## src/design/rpn_stack_calculator_unit_assert.svh

```systemverilog
// Assertion macros shared by the RPN calculator modules.
`ifndef RPN_STACK_CALCULATOR_UNIT_ASSERT_SVH
`define RPN_STACK_CALCULATOR_UNIT_ASSERT_SVH
`ifndef SYNTHESIS
// The condition holds at every clock edge out of reset.
`define RSC_ASSERT_ALWAYS(lbl, clk, rstn, cond) \
    lbl: assert property (@(posedge clk) disable iff (!rstn) (cond)) \
        else $error("rpn calculator check failed");
// The consequent holds in the same cycle as the antecedent.
`define RSC_ASSERT_IMP(lbl, clk, rstn, ante, cons) \
    lbl: assert property (@(posedge clk) disable iff (!rstn) (ante) |-> (cons)) \
        else $error("rpn calculator check failed");
// The consequent holds in the cycle after the antecedent.
`define RSC_ASSERT_NXT(lbl, clk, rstn, ante, cons) \
    lbl: assert property (@(posedge clk) disable iff (!rstn) (ante) |=> (cons)) \
        else $error("rpn calculator check failed");
`else
`define RSC_ASSERT_ALWAYS(lbl, clk, rstn, cond)
`define RSC_ASSERT_IMP(lbl, clk, rstn, ante, cons)
`define RSC_ASSERT_NXT(lbl, clk, rstn, ante, cons)
`endif
`endif

```

## src/design/rpn_calc_pkg.sv

```systemverilog
// Types, codes and helper functions shared by the RPN calculator modules.
package rpn_calc_pkg;

    // Operand stack geometry.
    localparam int STACK_DEPTH = 16;
    localparam int CNT_W       = $clog2(STACK_DEPTH + 1);
    localparam int PTR_W       = (STACK_DEPTH > 1) ? $clog2(STACK_DEPTH) : 1;

    // Datapath geometry.
    localparam int DATA_W  = 32;
    localparam int STEP_W  = $clog2(DATA_W);
    localparam int DEPTH_W = 5;

    // Width mode register codes.
    localparam logic [1:0] WM_8  = 2'd0;
    localparam logic [1:0] WM_16 = 2'd1;
    localparam logic [1:0] WM_32 = 2'd2;

    // Token kinds.
    localparam logic [2:0] KIND_PUSH   = 3'd0;
    localparam logic [2:0] KIND_ADD    = 3'd1;
    localparam logic [2:0] KIND_SUB    = 3'd2;
    localparam logic [2:0] KIND_MUL    = 3'd3;
    localparam logic [2:0] KIND_FINISH = 3'd4;

    // Result status codes.
    localparam logic [2:0] ST_OK      = 3'd0;
    localparam logic [2:0] ST_FEW     = 3'd1;
    localparam logic [2:0] ST_ADD_OVF = 3'd2;
    localparam logic [2:0] ST_MUL_OVF = 3'd3;
    localparam logic [2:0] ST_FULL    = 3'd4;
    localparam logic [2:0] ST_EMPTY   = 3'd5;
    localparam logic [2:0] ST_EXTRA   = 3'd6;

    typedef enum logic [1:0] {
        ALU_ADD,
        ALU_SUB,
        ALU_MUL
    } alu_op_t;

    typedef struct packed {
        logic [2:0]         kind;
        logic signed [31:0] number;
    } token_t;

    typedef struct packed {
        logic [2:0]         status;
        logic signed [31:0] top_value;
        logic [4:0]         depth;
        logic               done_res;
    } result_t;

    // Requests from the sequencer to the serial ALU.
    typedef struct packed {
        logic    start;
        alu_op_t op;
    } alu_ctl_t;

    // Status from the serial ALU back to the sequencer.
    typedef struct packed {
        logic done;
        logic ovf;
    } alu_sts_t;

    // Stack memory port controls.
    typedef struct packed {
        logic             we;
        logic             re;
        logic [PTR_W-1:0] waddr;
        logic [PTR_W-1:0] raddr;
    } stk_ctl_t;

    // Sign-extend the low bits of a stored word to the full data width.
    function automatic logic [DATA_W-1:0] sext_w(input logic [DATA_W-1:0] v,
                                                 input logic [1:0] wm);
        case (wm)
            WM_8:    sext_w = {{(DATA_W-8){v[7]}}, v[7:0]};
            WM_16:   sext_w = {{(DATA_W-16){v[15]}}, v[15:0]};
            default: sext_w = v;
        endcase
    endfunction

    // True when a 64-bit signed value fits the selected operand width.
    function automatic logic fits_w(input logic [2*DATA_W-1:0] p,
                                    input logic [1:0] wm);
        case (wm)
            WM_8:    fits_w = (&p[2*DATA_W-1:7]) | ~(|p[2*DATA_W-1:7]);
            WM_16:   fits_w = (&p[2*DATA_W-1:15]) | ~(|p[2*DATA_W-1:15]);
            default: fits_w = (&p[2*DATA_W-1:DATA_W-1]) | ~(|p[2*DATA_W-1:DATA_W-1]);
        endcase
    endfunction

endpackage

```

## src/design/rpn_calc_stack.sv

```systemverilog
// Operand stack memory with one write port and one registered read port.
module rpn_calc_stack
    import rpn_calc_pkg::*;
(
    input  logic              clk,
    input  stk_ctl_t          ctl,
    input  logic [DATA_W-1:0] wdata,
    output logic [DATA_W-1:0] rdata
);

    logic [DATA_W-1:0] mem_reg [STACK_DEPTH];
    logic [DATA_W-1:0] rdata_reg;

    // Write and read the stack entries.
    always_ff @(posedge clk)
    begin
        if (ctl.we)
        begin
            mem_reg[ctl.waddr] <= wdata;
        end
        if (ctl.re)
        begin
            rdata_reg <= mem_reg[ctl.raddr];
        end
    end

    assign rdata = rdata_reg;

endmodule

```

## src/design/rpn_calc_alu.sv

```systemverilog
// Serial ALU: bit-serial add and subtract, one multiplier bit per cycle multiply.
`include "rpn_stack_calculator_unit_assert.svh"
module rpn_calc_alu
    import rpn_calc_pkg::*;
(
    input  logic              clk,
    input  logic              rst_n,
    input  alu_ctl_t          ctl,
    input  logic [DATA_W-1:0] a,
    input  logic [DATA_W-1:0] b,
    input  logic [1:0]        wmode,
    output alu_sts_t          sts,
    output logic [DATA_W-1:0] result
);

    logic              busy_reg, busy_next;
    logic              done_reg, done_next;
    logic [STEP_W-1:0] cnt_reg, cnt_next;
    alu_op_t           op_reg, op_next;
    logic [DATA_W-1:0] x_reg, x_next;
    logic [DATA_W-1:0] y_reg, y_next;
    logic [DATA_W:0]   acc_reg, acc_next;
    logic [DATA_W-1:0] res_reg, res_next;
    logic              carry_reg, carry_next;

    logic              last_step;
    logic              yb;
    logic              sbit;
    logic              cout;
    logic [DATA_W:0]   addend;
    logic [DATA_W:0]   psum;

    assign last_step = (cnt_reg == STEP_W'(DATA_W - 1));

    // One bit of the operation per cycle.
    always_comb
    begin
        busy_next  = busy_reg;
        done_next  = 1'b0;
        cnt_next   = cnt_reg;
        op_next    = op_reg;
        x_next     = x_reg;
        y_next     = y_reg;
        acc_next   = acc_reg;
        res_next   = res_reg;
        carry_next = carry_reg;
        yb         = y_reg[0] ^ (op_reg == ALU_SUB);
        sbit       = x_reg[0] ^ yb ^ carry_reg;
        cout       = (x_reg[0] & yb) | (x_reg[0] & carry_reg) | (yb & carry_reg);
        addend     = y_reg[0] ? {x_reg[DATA_W-1], x_reg} : '0;
        psum       = acc_reg + (addend ^ {(DATA_W+1){last_step}})
                     + (DATA_W+1)'(last_step);
        if (ctl.start)
        begin
            busy_next  = 1'b1;
            cnt_next   = '0;
            op_next    = ctl.op;
            x_next     = a;
            y_next     = b;
            acc_next   = '0;
            res_next   = '0;
            carry_next = (ctl.op == ALU_SUB);
        end
        else if (busy_reg)
        begin
            case (op_reg)
                ALU_MUL:
                begin
                    // Add or, on the sign bit, subtract the multiplicand, then shift.
                    acc_next = {psum[DATA_W], psum[DATA_W:1]};
                    res_next = {psum[0], res_reg[DATA_W-1:1]};
                    y_next   = y_reg >> 1;
                end
                default:
                begin
                    // Full adder on the low bits; the sign of the wide sum goes to acc.
                    res_next   = {sbit, res_reg[DATA_W-1:1]};
                    x_next     = x_reg >> 1;
                    y_next     = y_reg >> 1;
                    carry_next = cout;
                    if (last_step)
                    begin
                        acc_next = {(DATA_W+1){x_reg[0] ^ yb ^ cout}};
                    end
                end
            endcase
            cnt_next = cnt_reg + STEP_W'(1);
            if (last_step)
            begin
                busy_next = 1'b0;
                done_next = 1'b1;
            end
        end
    end

    // Control and data registers.
    always_ff @(posedge clk or negedge rst_n)
    begin
        if (!rst_n)
        begin
            busy_reg <= 1'b0;
            done_reg <= 1'b0;
        end
        else
        begin
            busy_reg  <= busy_next;
            done_reg  <= done_next;
            cnt_reg   <= cnt_next;
            op_reg    <= op_next;
            x_reg     <= x_next;
            y_reg     <= y_next;
            acc_reg   <= acc_next;
            res_reg   <= res_next;
            carry_reg <= carry_next;
        end
    end

    // Signed overflow of the exact add or multiply result against the operand width; subtract never reports it.
    assign sts.done = done_reg;
    assign sts.ovf  = (op_reg != ALU_SUB) &&
                      !fits_w({acc_reg[DATA_W-1:0], res_reg}, wmode);
    assign result   = res_reg;

    `RSC_ASSERT_IMP(a_no_start_busy, clk, rst_n, ctl.start, !busy_reg)
    `RSC_ASSERT_IMP(a_done_after_run, clk, rst_n, done_reg, $past(busy_reg))
    `RSC_ASSERT_NXT(a_busy_after_start, clk, rst_n, ctl.start, busy_reg)

endmodule

```

## src/design/rpn_stack_calculator_unit.sv

```systemverilog
// Top level of the RPN stack calculator: token sequencer, stack and serial ALU.
//
// Usage:
// - Tokens arrive on in_valid/in_ready/in_data; one transfer is one token.
// - Every token gives exactly one result on out_valid/out_ready/out_data.
// - cfg_valid/cfg_ready/cfg_data writes the width mode; cfg_ready is always
//   high and the write must come while no token is in flight.
// - Push, finish, unknown kinds and tokens that meet a sticky error, a full
//   stack or too few operands go through decode to the emit state, which loads
//   the result register; only then is the next token taken.
// - Add, subtract and multiply read the second operand from the stack memory
//   and then run 32 steps of the serial ALU, one bit per cycle; the result
//   loads in the emit state and only then is the next token taken.
// - The result register holds a result until it is taken; the sequencer
//   already works on the next token and stalls only when it must load a new
//   result while the previous one is still waiting.
// - Reset empties the stack, clears the sticky error, drops out_valid and
//   sets the width mode to 32 bits. The stack memory needs no clearing.
`include "rpn_stack_calculator_unit_assert.svh"
module rpn_stack_calculator_unit
    import rpn_calc_pkg::*;
(
    input  logic       clk,
    input  logic       rst_n,
    input  logic       in_valid,
    output logic       in_ready,
    input  token_t     in_data,
    output logic       out_valid,
    input  logic       out_ready,
    output result_t    out_data,
    input  logic       cfg_valid,
    output logic       cfg_ready,
    input  logic [1:0] cfg_data
);

    typedef enum logic [2:0] {
        ST_IDLE,
        ST_DEC,
        ST_RD,
        ST_RUN,
        ST_EMIT
    } state_t;

    state_t            state_reg, state_next;
    logic [2:0]        kind_reg, kind_next;
    logic [DATA_W-1:0] num_reg, num_next;
    logic [CNT_W-1:0]  cnt_reg, cnt_next;
    logic [DATA_W-1:0] top_reg, top_next;
    logic [2:0]        sticky_reg, sticky_next;
    logic [1:0]        wmode_reg, wmode_next;
    logic [2:0]        pend_status_reg, pend_status_next;
    logic [DATA_W-1:0] pend_value_reg, pend_value_next;
    logic              pend_done_reg, pend_done_next;
    logic              out_valid_reg, out_valid_next;
    result_t           out_data_reg, out_data_next;

    stk_ctl_t          stk_ctl;
    logic [DATA_W-1:0] stk_wdata;
    logic [DATA_W-1:0] stk_rdata;
    alu_ctl_t          alu_ctl;
    alu_sts_t          alu_sts;
    logic [DATA_W-1:0] alu_res;
    logic [CNT_W-1:0]  below2;
    logic              slot_free;

    assign below2    = cnt_reg - CNT_W'(2);
    assign slot_free = !out_valid_reg || out_ready;

    // Stack memory.
    rpn_calc_stack u_stack (
        .clk   (clk),
        .ctl   (stk_ctl),
        .wdata (stk_wdata),
        .rdata (stk_rdata)
    );

    // Serial arithmetic unit.
    rpn_calc_alu u_alu (
        .clk    (clk),
        .rst_n  (rst_n),
        .ctl    (alu_ctl),
        .a      (sext_w(stk_rdata, wmode_reg)),
        .b      (sext_w(top_reg, wmode_reg)),
        .wmode  (wmode_reg),
        .sts    (alu_sts),
        .result (alu_res)
    );

    // Token sequencer.
    always_comb
    begin
        state_next       = state_reg;
        kind_next        = kind_reg;
        num_next         = num_reg;
        cnt_next         = cnt_reg;
        top_next         = top_reg;
        sticky_next      = sticky_reg;
        wmode_next       = wmode_reg;
        pend_status_next = pend_status_reg;
        pend_value_next  = pend_value_reg;
        pend_done_next   = pend_done_reg;
        out_valid_next   = out_valid_reg;
        out_data_next    = out_data_reg;
        stk_ctl.we       = 1'b0;
        stk_ctl.re       = 1'b0;
        stk_ctl.waddr    = below2[PTR_W-1:0];
        stk_ctl.raddr    = below2[PTR_W-1:0];
        stk_wdata        = (state_reg == ST_DEC) ? num_reg : alu_res;
        alu_ctl.start    = 1'b0;
        alu_ctl.op       = ALU_ADD;

        // A waiting result leaves once the receiver takes it.
        if (out_valid_reg && out_ready)
        begin
            out_valid_next = 1'b0;
        end

        // Width mode writes.
        if (cfg_valid)
        begin
            wmode_next = cfg_data;
        end

        case (kind_reg)
            KIND_SUB: alu_ctl.op = ALU_SUB;
            KIND_MUL: alu_ctl.op = ALU_MUL;
            default:  alu_ctl.op = ALU_ADD;
        endcase

        case (state_reg)
            ST_IDLE:
            begin
                if (in_valid)
                begin
                    kind_next  = in_data.kind;
                    num_next   = in_data.number;
                    state_next = ST_DEC;
                end
            end
            ST_DEC:
            begin
                pend_done_next = 1'b0;
                state_next     = ST_EMIT;
                if (kind_reg == KIND_FINISH)
                begin
                    // Report the single value or the error status, then clear the stack and error.
                    pend_done_next  = 1'b1;
                    pend_value_next = '0;
                    if (sticky_reg != ST_OK)
                    begin
                        pend_status_next = sticky_reg;
                    end
                    else if (cnt_reg == '0)
                    begin
                        pend_status_next = ST_EMPTY;
                    end
                    else if (cnt_reg > CNT_W'(1))
                    begin
                        pend_status_next = ST_EXTRA;
                    end
                    else
                    begin
                        pend_status_next = ST_OK;
                        pend_value_next  = sext_w(top_reg, wmode_reg);
                    end
                    cnt_next    = '0;
                    sticky_next = ST_OK;
                end
                else if (sticky_reg == ST_OK)
                begin
                    case (kind_reg)
                        KIND_PUSH:
                        begin
                            if (cnt_reg >= CNT_W'(STACK_DEPTH))
                            begin
                                sticky_next = ST_FULL;
                            end
                            else
                            begin
                                stk_ctl.we    = 1'b1;
                                stk_ctl.waddr = cnt_reg[PTR_W-1:0];
                                top_next      = num_reg;
                                cnt_next      = cnt_reg + CNT_W'(1);
                            end
                        end
                        KIND_ADD, KIND_SUB, KIND_MUL:
                        begin
                            if (cnt_reg < CNT_W'(2))
                            begin
                                sticky_next = ST_FEW;
                            end
                            else
                            begin
                                stk_ctl.re = 1'b1;
                                state_next = ST_RD;
                            end
                        end
                        default:
                        begin
                            // Unknown kinds change nothing.
                            state_next = ST_EMIT;
                        end
                    endcase
                end
            end
            ST_RD:
            begin
                alu_ctl.start = 1'b1;
                state_next    = ST_RUN;
            end
            ST_RUN:
            begin
                if (alu_sts.done)
                begin
                    if (alu_sts.ovf)
                    begin
                        sticky_next = (kind_reg == KIND_MUL) ? ST_MUL_OVF : ST_ADD_OVF;
                    end
                    else
                    begin
                        // The result replaces the two operands.
                        stk_ctl.we = 1'b1;
                        top_next   = alu_res;
                        cnt_next   = cnt_reg - CNT_W'(1);
                    end
                    state_next = ST_EMIT;
                end
            end
            ST_EMIT:
            begin
                if (slot_free)
                begin
                    out_valid_next         = 1'b1;
                    out_data_next.depth    = DEPTH_W'(cnt_reg);
                    out_data_next.done_res = pend_done_reg;
                    if (pend_done_reg)
                    begin
                        out_data_next.status    = pend_status_reg;
                        out_data_next.top_value = pend_value_reg;
                    end
                    else
                    begin
                        out_data_next.status    = sticky_reg;
                        out_data_next.top_value = (cnt_reg != '0) ?
                                                  sext_w(top_reg, wmode_reg) : '0;
                    end
                    state_next = ST_IDLE;
                end
            end
            default:
            begin
                state_next = ST_IDLE;
            end
        endcase
    end

    // State, stack bookkeeping and the result register.
    always_ff @(posedge clk or negedge rst_n)
    begin
        if (!rst_n)
        begin
            state_reg     <= ST_IDLE;
            cnt_reg       <= '0;
            sticky_reg    <= ST_OK;
            wmode_reg     <= WM_32;
            pend_done_reg <= 1'b0;
            out_valid_reg <= 1'b0;
        end
        else
        begin
            state_reg       <= state_next;
            kind_reg        <= kind_next;
            num_reg         <= num_next;
            cnt_reg         <= cnt_next;
            top_reg         <= top_next;
            sticky_reg      <= sticky_next;
            wmode_reg       <= wmode_next;
            pend_status_reg <= pend_status_next;
            pend_value_reg  <= pend_value_next;
            pend_done_reg   <= pend_done_next;
            out_valid_reg   <= out_valid_next;
            out_data_reg    <= out_data_next;
        end
    end

    assign in_ready  = (state_reg == ST_IDLE);
    assign out_valid = out_valid_reg;
    assign out_data  = out_data_reg;
    assign cfg_ready = 1'b1;

    `RSC_ASSERT_ALWAYS(a_count_bound, clk, rst_n, cnt_reg <= CNT_W'(STACK_DEPTH))
    `RSC_ASSERT_IMP(a_done_in_run, clk, rst_n, alu_sts.done, state_reg == ST_RUN)
    `RSC_ASSERT_IMP(a_pop_two, clk, rst_n, alu_sts.done && !alu_sts.ovf, cnt_reg >= CNT_W'(2))

endmodule

```

## config.mk

```make
export PLATFORM = sky130hd
export DESIGN_NAME = rpn_stack_calculator_unit
export DESIGN_NICKNAME = d
export VERILOG_FILES = /design/src/design/rpn_calc_pkg.sv /design/src/design/rpn_calc_stack.sv /design/src/design/rpn_calc_alu.sv /design/src/design/rpn_stack_calculator_unit.sv
export VERILOG_INCLUDE_DIRS = /design/src /design/src/design
export SDC_FILE = /design/constraint.sdc
export NUM_CORES = 1
export LEC_CHECK = 0
export BUFFER_PORTS_ARGS = -buffer_cell sky130_fd_sc_hd__buf_2
export CAP_MARGIN = 5
export CORE_MARGIN = 8
export CORE_UTILIZATION = 45
export CTS_BUF_LIST = sky130_fd_sc_hd__clkbuf_16
export CTS_CLUSTER_DIAMETER = 30
export CTS_CLUSTER_SIZE = 24
export DETAILED_ROUTE_END_ITERATION = 8
export PLACE_DENSITY_LB_ADDON = 0.25
export SYNTH_ARGS = -nofsm -noshare
export SYNTH_HDL_FRONTEND = slang
export SYNTH_HIERARCHICAL = 1
export SYNTH_SLANG_ARGS = --single-unit
```

## constraint.sdc

```tcl
create_clock -name clk -period 7.57 [get_ports clk]
set_clock_uncertainty 0.15 [all_clocks]
set_input_delay 0.757 -clock clk [delete_from_list [all_inputs] [get_ports clk]]
set_output_delay 0.757 -clock clk [all_outputs]
set_load 0.005 [all_outputs]
```

==> results.yml, run 1 <==
drt:
  drt_iter0_markers: 1884
  vias: 21200
  totalWireLength_um: 88500
  wl_per_cell_um: 24.0
  viasPerCell: 5.76
  drc: 0
  ant_nets: 0
  dr.pass1.iters: 5
worst_setup_path:
  r2r_start: "u_alu/acc_reg[5]"
  worstSetupPathType: "reg2reg"
  worst_path_largest_cell_delay_ns: 0.78
  worstPathRequired_ns: 7.76
  path_max_fanout: 23
  timing.rr.end: "u_stack/mem_reg[12][27]"
  end_kind: "register"
  cp_common_cell: "nor4_1"
  start_kind: "register"
  path_cells: "nor4_1 -> nand4_1 -> nor4_1 -> nand2_1 -> nor3_1 -> a2111oi_0 -> a31oi_1 -> a21oi_1 -> nand2b_1 -> o2bb2ai_1 -> and2_1 -> nand3_1 -> nor3_2 -> buf_4"
  crit_arrival_ns: 5.75
  cpMaxStageDelayCell: "nor3_2"
  reg2reg_depth: 14
  rrSetupSlack_ns: 2.01
floorplanning:
  core_mm2: 0.0802
  fp-row-count: 104
  die_w_um: 300
  num_io_pins: 86
  die_h_um: 300
  die-area_mm2: 0.0900
  start_util: 0.453
synth:
  synth_mux_area_frac: 0.112
  syn_avg_cell_area_um2: 15.5
  synth_seq_area_share: 0.694
  netlist_top_cells_count: "edfxtp_1 (824), nand2_1 (368), mux4_2 (128), nor2_1 (127), o21ai_0 (86)"
  synth-simple-area-share: 0.0796
  synth_top_area_frac: 0.682
  synth_top_family_by_area: "multiplexers"
  synthAdderAreaFrac: 0.0154
  synth_area_mm2: 0.0363
  yosysMostFrequentCell: "edfxtp_1"
  synth_enable_flop_cells: 824
  netlist_instances: 2346
  synth_xor_area_frac: 0.0154
  async_flop_share: 0.0202
  ys_seq_elements: 841
  yosysTopAreaCell: "edfxtp_1"
  yosysUniqueCellTypes: 85
  syn_nets: 2431
  synthTopCellsByArea: "edfxtp_1 (68%), mux4_2 (7.9%), nand2_1 (3.8%)"
  yosysWarningCount: 6
  synth_compound_area_frac: 0.0620
  ys_dominant_reg_cell: "edfxtp_1"
worst_hold_path:
  holdCritPathClass: "in2reg"
  holdCritStartpoint: "in_data[34]"
  worstHoldPathCells: 1
  min_to: "kind_reg[2]"
clocking:
  post_cts_buffers: 0
  clockRootBuffer: "clkbuf_16"
  clock-sinks: 841
  clock_latency_ns: 0.70
  cts_hold_buf: 1
  cts_resized: 0
  cts_inserted_buffers: 159
  path_clk_slew_ns: 0.05
  clockBufferDepth: 3
  htree_levels: 4
  cts_tree: "done"
timing:
  min_period_over_period: 0.735
  max_freq_mhz: 180
  finalMaxSlewViolations: 0
  tightest_slew_ns: 1.24
  setup_slack_ns: 2.01
  tns_ns: 0
  period_needed_ns: 5.56
  setup_violations: 0
  hold_viol: 0
  relSlewSlack: 0.170
  rsz0062_at_grt: "false"
cells_and_area:
  drive_gt1_frac: 0.239
  num-nets-final: 2580
  final_area_mm2: 0.0435
  largest_register_ff_count: 512
  fin_util: 0.543
  area_growth_pct: 19.9
power:
  powerDensity_mw_per_mm2: 411
  finalPower_uw: 17900
  irDropWorstVdd_mv: 0.280
  cellLeakagePower_uw: 0.0152
place:
  pre_cts_ws_ns: 2.18
  dp_hpwl_um: 55500
  gp_congestion: 0.850
  port_buffers: 84
  post_dp_cell_area_mm2: 0.0379
global_route:
  grt_max_degree: 109
  grt_usage: 0.194
  grt_pass1_vias: 21300
  grt_pass1_wl_um: 134000
  grt_overflow: 0
  antenna_found_initial: 0
job:
  max-cap-violations: 0
status:
  status: "complete, no violations"
[area by class of cell]
cell class                      count  area [µm²]
Fill cell                        6368       36700
Sequential cell                   841       25200
Multi-Input combinational cell   1330       10500
Clock buffer                      164        4100
Clock inverter                    130        1530
Tap cell                         1060        1330
Timing Repair Buffer              118         706
Inverter                           45         171
Antenna cell                        2        5.00
[power breakdown]
part / internal, µW / total (µW) / switching, µW
sequential: 6110 / 6380 / 271
combinational: 1400 / 4170 / 2780
clock: 4960 / 7320 / 2360
[logic make-up after synthesis]
kind of cell | after synthesis
XOR/XNOR | 64
adder cells (fa/ha/maj) | 43
flip-flops | 841
multiplexers | 236
other | 1
AND/OR/NAND/NOR | 660
buffers and inverters | 175
AO/OA/AOI/OAI | 326
[critical path: cells and delay by family (launching register included)]
kind | cells | cell delay (ns)
DFF | 1 | 0.43
buffers and inverters | 1 | 0.48
and+or+nand+nor | 9 | 3.32
AOI/OAI and AO/OA | 4 | 0.81
[per-layer routing]
metal  up-vias  routed length, µm  track usage  part of all wire
met5         -                  0            0                 0
met4         0               1910       0.0597             0.022
met3       133               6110       0.0411             0.069
met2       783              41100        0.299              0.46
met1     10900              39300        0.278              0.44
li1       9428                  -            -                 -
[stage by stage]
step,std cells,hold WS [ns]
final,3690,0.0879
after global routing,3688,0.0441
after CTS,3687,0.0349
after detailed placement,3392,0.366
after global placement,3392,0.359
after floorplan,2346,0.270
[worst max-delay path by stage]
stage | end | startpoint | slack, ns | cells after the start
2_1_floorplan | u_stack/mem_reg[0][0] | u_alu/acc_reg[26] | 2.02 | 12
3_5_place_dp | u_stack/mem_reg[2][24] | u_alu/acc_reg[5] | 2.18 | 13
4_1_cts | u_stack/mem_reg[2][19] | u_alu/acc_reg[5] | 2.11 | 13
3_3_place_gp | u_stack/mem_reg[2][31] | u_alu/acc_reg[5] | 2.21 | 13
5_1_grt | u_stack/mem_reg[4][31] | u_alu/acc_reg[5] | 1.63 | 14
6_report | u_stack/mem_reg[12][27] | u_alu/acc_reg[5] | 2.01 | 14
[layout by cell type, fill, tap and decap left out, types with 16 or more instances in the layout]
| cell type | Yosys | final |
|---|---|---|
| nor3_1 | 30 | 24 |
| nor2_1 | 127 | 112 |
| ha_1 | 40 | 39 |
| mux4_2 | 128 | 128 |
| xnor2_1 | 50 | 50 |
| clkinvlp_4 | 0 | 16 |
| nand2_1 | 368 | 368 |
| a21oi_1 | 46 | 46 |
| a21o_1 | 24 | 24 |
| nand3_1 | 16 | 16 |
| bufinv_16 | 0 | 30 |
| buf_2 | 15 | 83 |
| mux2_2 | 67 | 67 |
| clkbuf_16 | 0 | 164 |
| mux2i_1 | 39 | 39 |
| nand4_1 | 22 | 22 |
| clkinv_1 | 1 | 22 |
| edfxtp_1 | 824 | 824 |
| inv_6 | 0 | 20 |
| nor4_1 | 20 | 20 |
| and3_1 | 16 | 16 |
| inv_1 | 44 | 60 |
| o21ai_0 | 86 | 85 |
| a22oi_1 | 66 | 66 |
| buf_4 | 19 | 32 |
No activity file was read; power rests on OpenSTA's default activity.
==> inputs of run 2 (changes only) <==
- clock period: 7.57 -> 4.6 ns (I/O delays scaled with it)
==> run 2 against run 1 <==
  * Non-clock buffer count increased by 76
  * Fmax increased by 28%
  * Sequential power increased by 65%
  * Wire length increased by 2.3%
  * Die area unchanged
  * Combinational power increased by 67%
  * Total power increased by 67%
  * Final cell count increased by 2.3%
  * Utilization increased by 1.6 points
  * Sequential share of layout area decreased by 1.6 points
  * Critical path depth decreased by 1
  * First-iteration DRC count decreased by 0.69%
==> results.yml, run 2 (synthesis gave the netlist of run 1 again) <==
clocking:
  clock-sinks: 841
  clockRootBuffer: "clkbuf_16"
  htree_levels: 4
  clockBufferDepth: 3
  cts_tree: "done"
  cts_inserted_buffers: 163
  clock_latency_ns: 0.74
  path_clk_slew_ns: 0.05
  post_cts_buffers: 0
drt:
  wl_per_cell_um: 24.0
  viasPerCell: 5.78
  drt_iter0_markers: 1871
  totalWireLength_um: 90500
  dr.pass1.iters: 5
  ant_nets: 0
  vias: 21800
  drc: 0
timing:
  max_freq_mhz: 231
  min_period_over_period: 0.943
  rsz0062_at_grt: "false"
  setup_violations: 0
  setup_slack_ns: 0.264
  whs_ns: 0.0667
  finalMaxSlewViolations: 0
  relSlewSlack: 0.235
  period_needed_ns: 4.34
  hold_viol: 0
  tightest_slew_ns: 1.14
power:
  finalPower_uw: 29800
  clkPwrFrac: 0.412
  seq_power_share: 0.353
  irDropWorstVdd_mv: 0.519
  switching_share: 0.314
  power_frac_comb: 0.235
  cellLeakagePower_uw: 0.0157
  powerDensity_mw_per_mm2: 665
  intPower_uw: 20400
  power_switching_uw: 9340
worst_setup_path:
  start_kind: "register"
  timing.rr.end: "u_alu/acc_reg[21]"
  worstSetupPathType: "reg2reg"
  worstPathRequired_ns: 4.88
  crit_arrival_ns: 4.62
  reg2reg_depth: 13
  rrSetupSlack_ns: 0.26
  r2r_start: "u_alu/cnt_reg[0]"
  end_kind: "register"
  path_max_fanout: 12
status:
  status: "complete, no violations"
cells_and_area:
  area_growth_pct: 23.4
  fill_cells: 6281
  largest_register_ff_count: 512
  drive_gt1_frac: 0.253
  most-common-layout-cells: "edfxtp_1 (824), nand2_1 (368), clkbuf_16 (164), mux4_2 (128), nor2_1 (112)"
  num-nets-final: 2660
  layout_commonest_cell: "edfxtp_1"
floorplanning:
  die-area_mm2: 0.0900
  start_util: 0.453
  die_w_um: 300
  core_mm2: 0.0802
  num_io_pins: 86
  fp-row-count: 104
  die_h_um: 300
worst_hold_path:
  min_to: "state_reg[0]"
  holdCritStartpoint: "in_valid"
  holdCritPathClass: "in2reg"
  worstHoldPathCells: 4
place:
  pre_cts_ws_ns: 0.331
  port_buffers: 84
  gp_congestion: 0.870
  dp_hpwl_um: 57100
global_route:
  grt_max_degree: 130
  grt_pass1_wl_um: 138000
  antenna_found_initial: 2
  grt_overflow: 0
  grt_usage: 0.200
  grt_pass1_vias: 22000
job:
  max-cap-violations: 0
run 2: cell types whose count changed in the layout (fill, tap and decap cells not counted), sizes merged:
cell | before | now
clkinv | 46 | 65
diode | 2 | 1
buf | 117 | 154
bufinv | 30 | 24
dlygate4sd3 | 1 | 40
inv | 83 | 76
clkinvlp | 16 | 19
run 2: how the worst max path moves through the flow:
stage | start | endpoint | slack (ns) | depth (start not counted)
CTS | u_alu/acc_reg[13] | u_stack/mem_reg[8][27] | 0.25 | 15
finish | u_alu/cnt_reg[0] | u_alu/acc_reg[21] | 0.26 | 13
global placement | u_alu/acc_reg[13] | u_stack/mem_reg[0][25] | 0.27 | 14
floorplan | u_alu/acc_reg[26] | u_stack/mem_reg[1][0] | -0.08 | 12
detailed placement | u_alu/acc_reg[13] | u_stack/mem_reg[0][25] | 0.33 | 14
global route | u_alu/cnt_reg[0] | u_alu/acc_reg[21] | 0.005 | 13
run 2: metal layers:
metal,GRT usage,vias up,share of wire
met2,0.315,890,0.47
met1,0.283,11200,0.44
met4,0.0646,0,0.023
met5,0,-,0
met3,0.0352,140,0.070
li1,-,9567,-
run 2: layout make-up:
| type | count | area, µm² | area share |
|---|---|---|---|
| Multi-Input combinational cell | 1330 | 10500 | 0.235 |
| Antenna cell | 1 | 2.50 | 0.0000559 |
| Clock buffer | 164 | 4100 | 0.0917 |
| Clock inverter | 139 | 1770 | 0.0395 |
| Inverter | 45 | 171 | 0.00383 |
| Tap cell | 1060 | 1330 | 0.0296 |
| Sequential cell | 841 | 25200 | 0.562 |
| Timing Repair Buffer | 194 | 1700 | 0.0379 |
run 2: power by group through the flow:
stage | combinational, µW | sequential, µW | clock [µW]
after floorplan | 4670 | 10400 | 0
after global placement | 6750 | 10600 | 0
after detailed placement | 6920 | 10700 | 0
after CTS | 6970 | 10500 | 12400
after global routing | 7550 | 10600 | 12800
final | 6980 | 10500 | 12300
run 2: repair_timing:
| action | 4_1_cts | 5_1_grt |
|---|---|---|
| endpoints found under the hold margin | 52 | 0 |
| resized for setup | 0 | 2 |
| endpoints found under the setup margin | 0 | 131 |
| hold buffers | 40 | 0 |
run 2: critical path, stage by stage (launching register included):
cell and delay [ns]:
edfxtp_1 0.42, ha_1 0.24, and3_1 0.20, ha_2 0.31, xnor2_1 0.26, inv_1 0.10, fa_1 0.41, nand2b_1 0.21
a21oi_2 0.26, a41oi_2 0.25, o211ai_2 0.42, a41oi_1 0.27, o311ai_1 0.41, a211oi_1 0.13
run 2: per-stage QoR:
stage | instance area, µm² | std cells | TNS (ns) | utilization
floorplan | 36300 | 2346 | -7.94 | -
global placement | 38500 | 3430 | 0 | 0.480
detailed placement | 38500 | 3430 | 0 | 0.480
CTS | 44800 | 3773 | 0 | 0.558
global route | 44800 | 3773 | 0 | 0.559
finish | 44800 | 3774 | 0 | 0.559
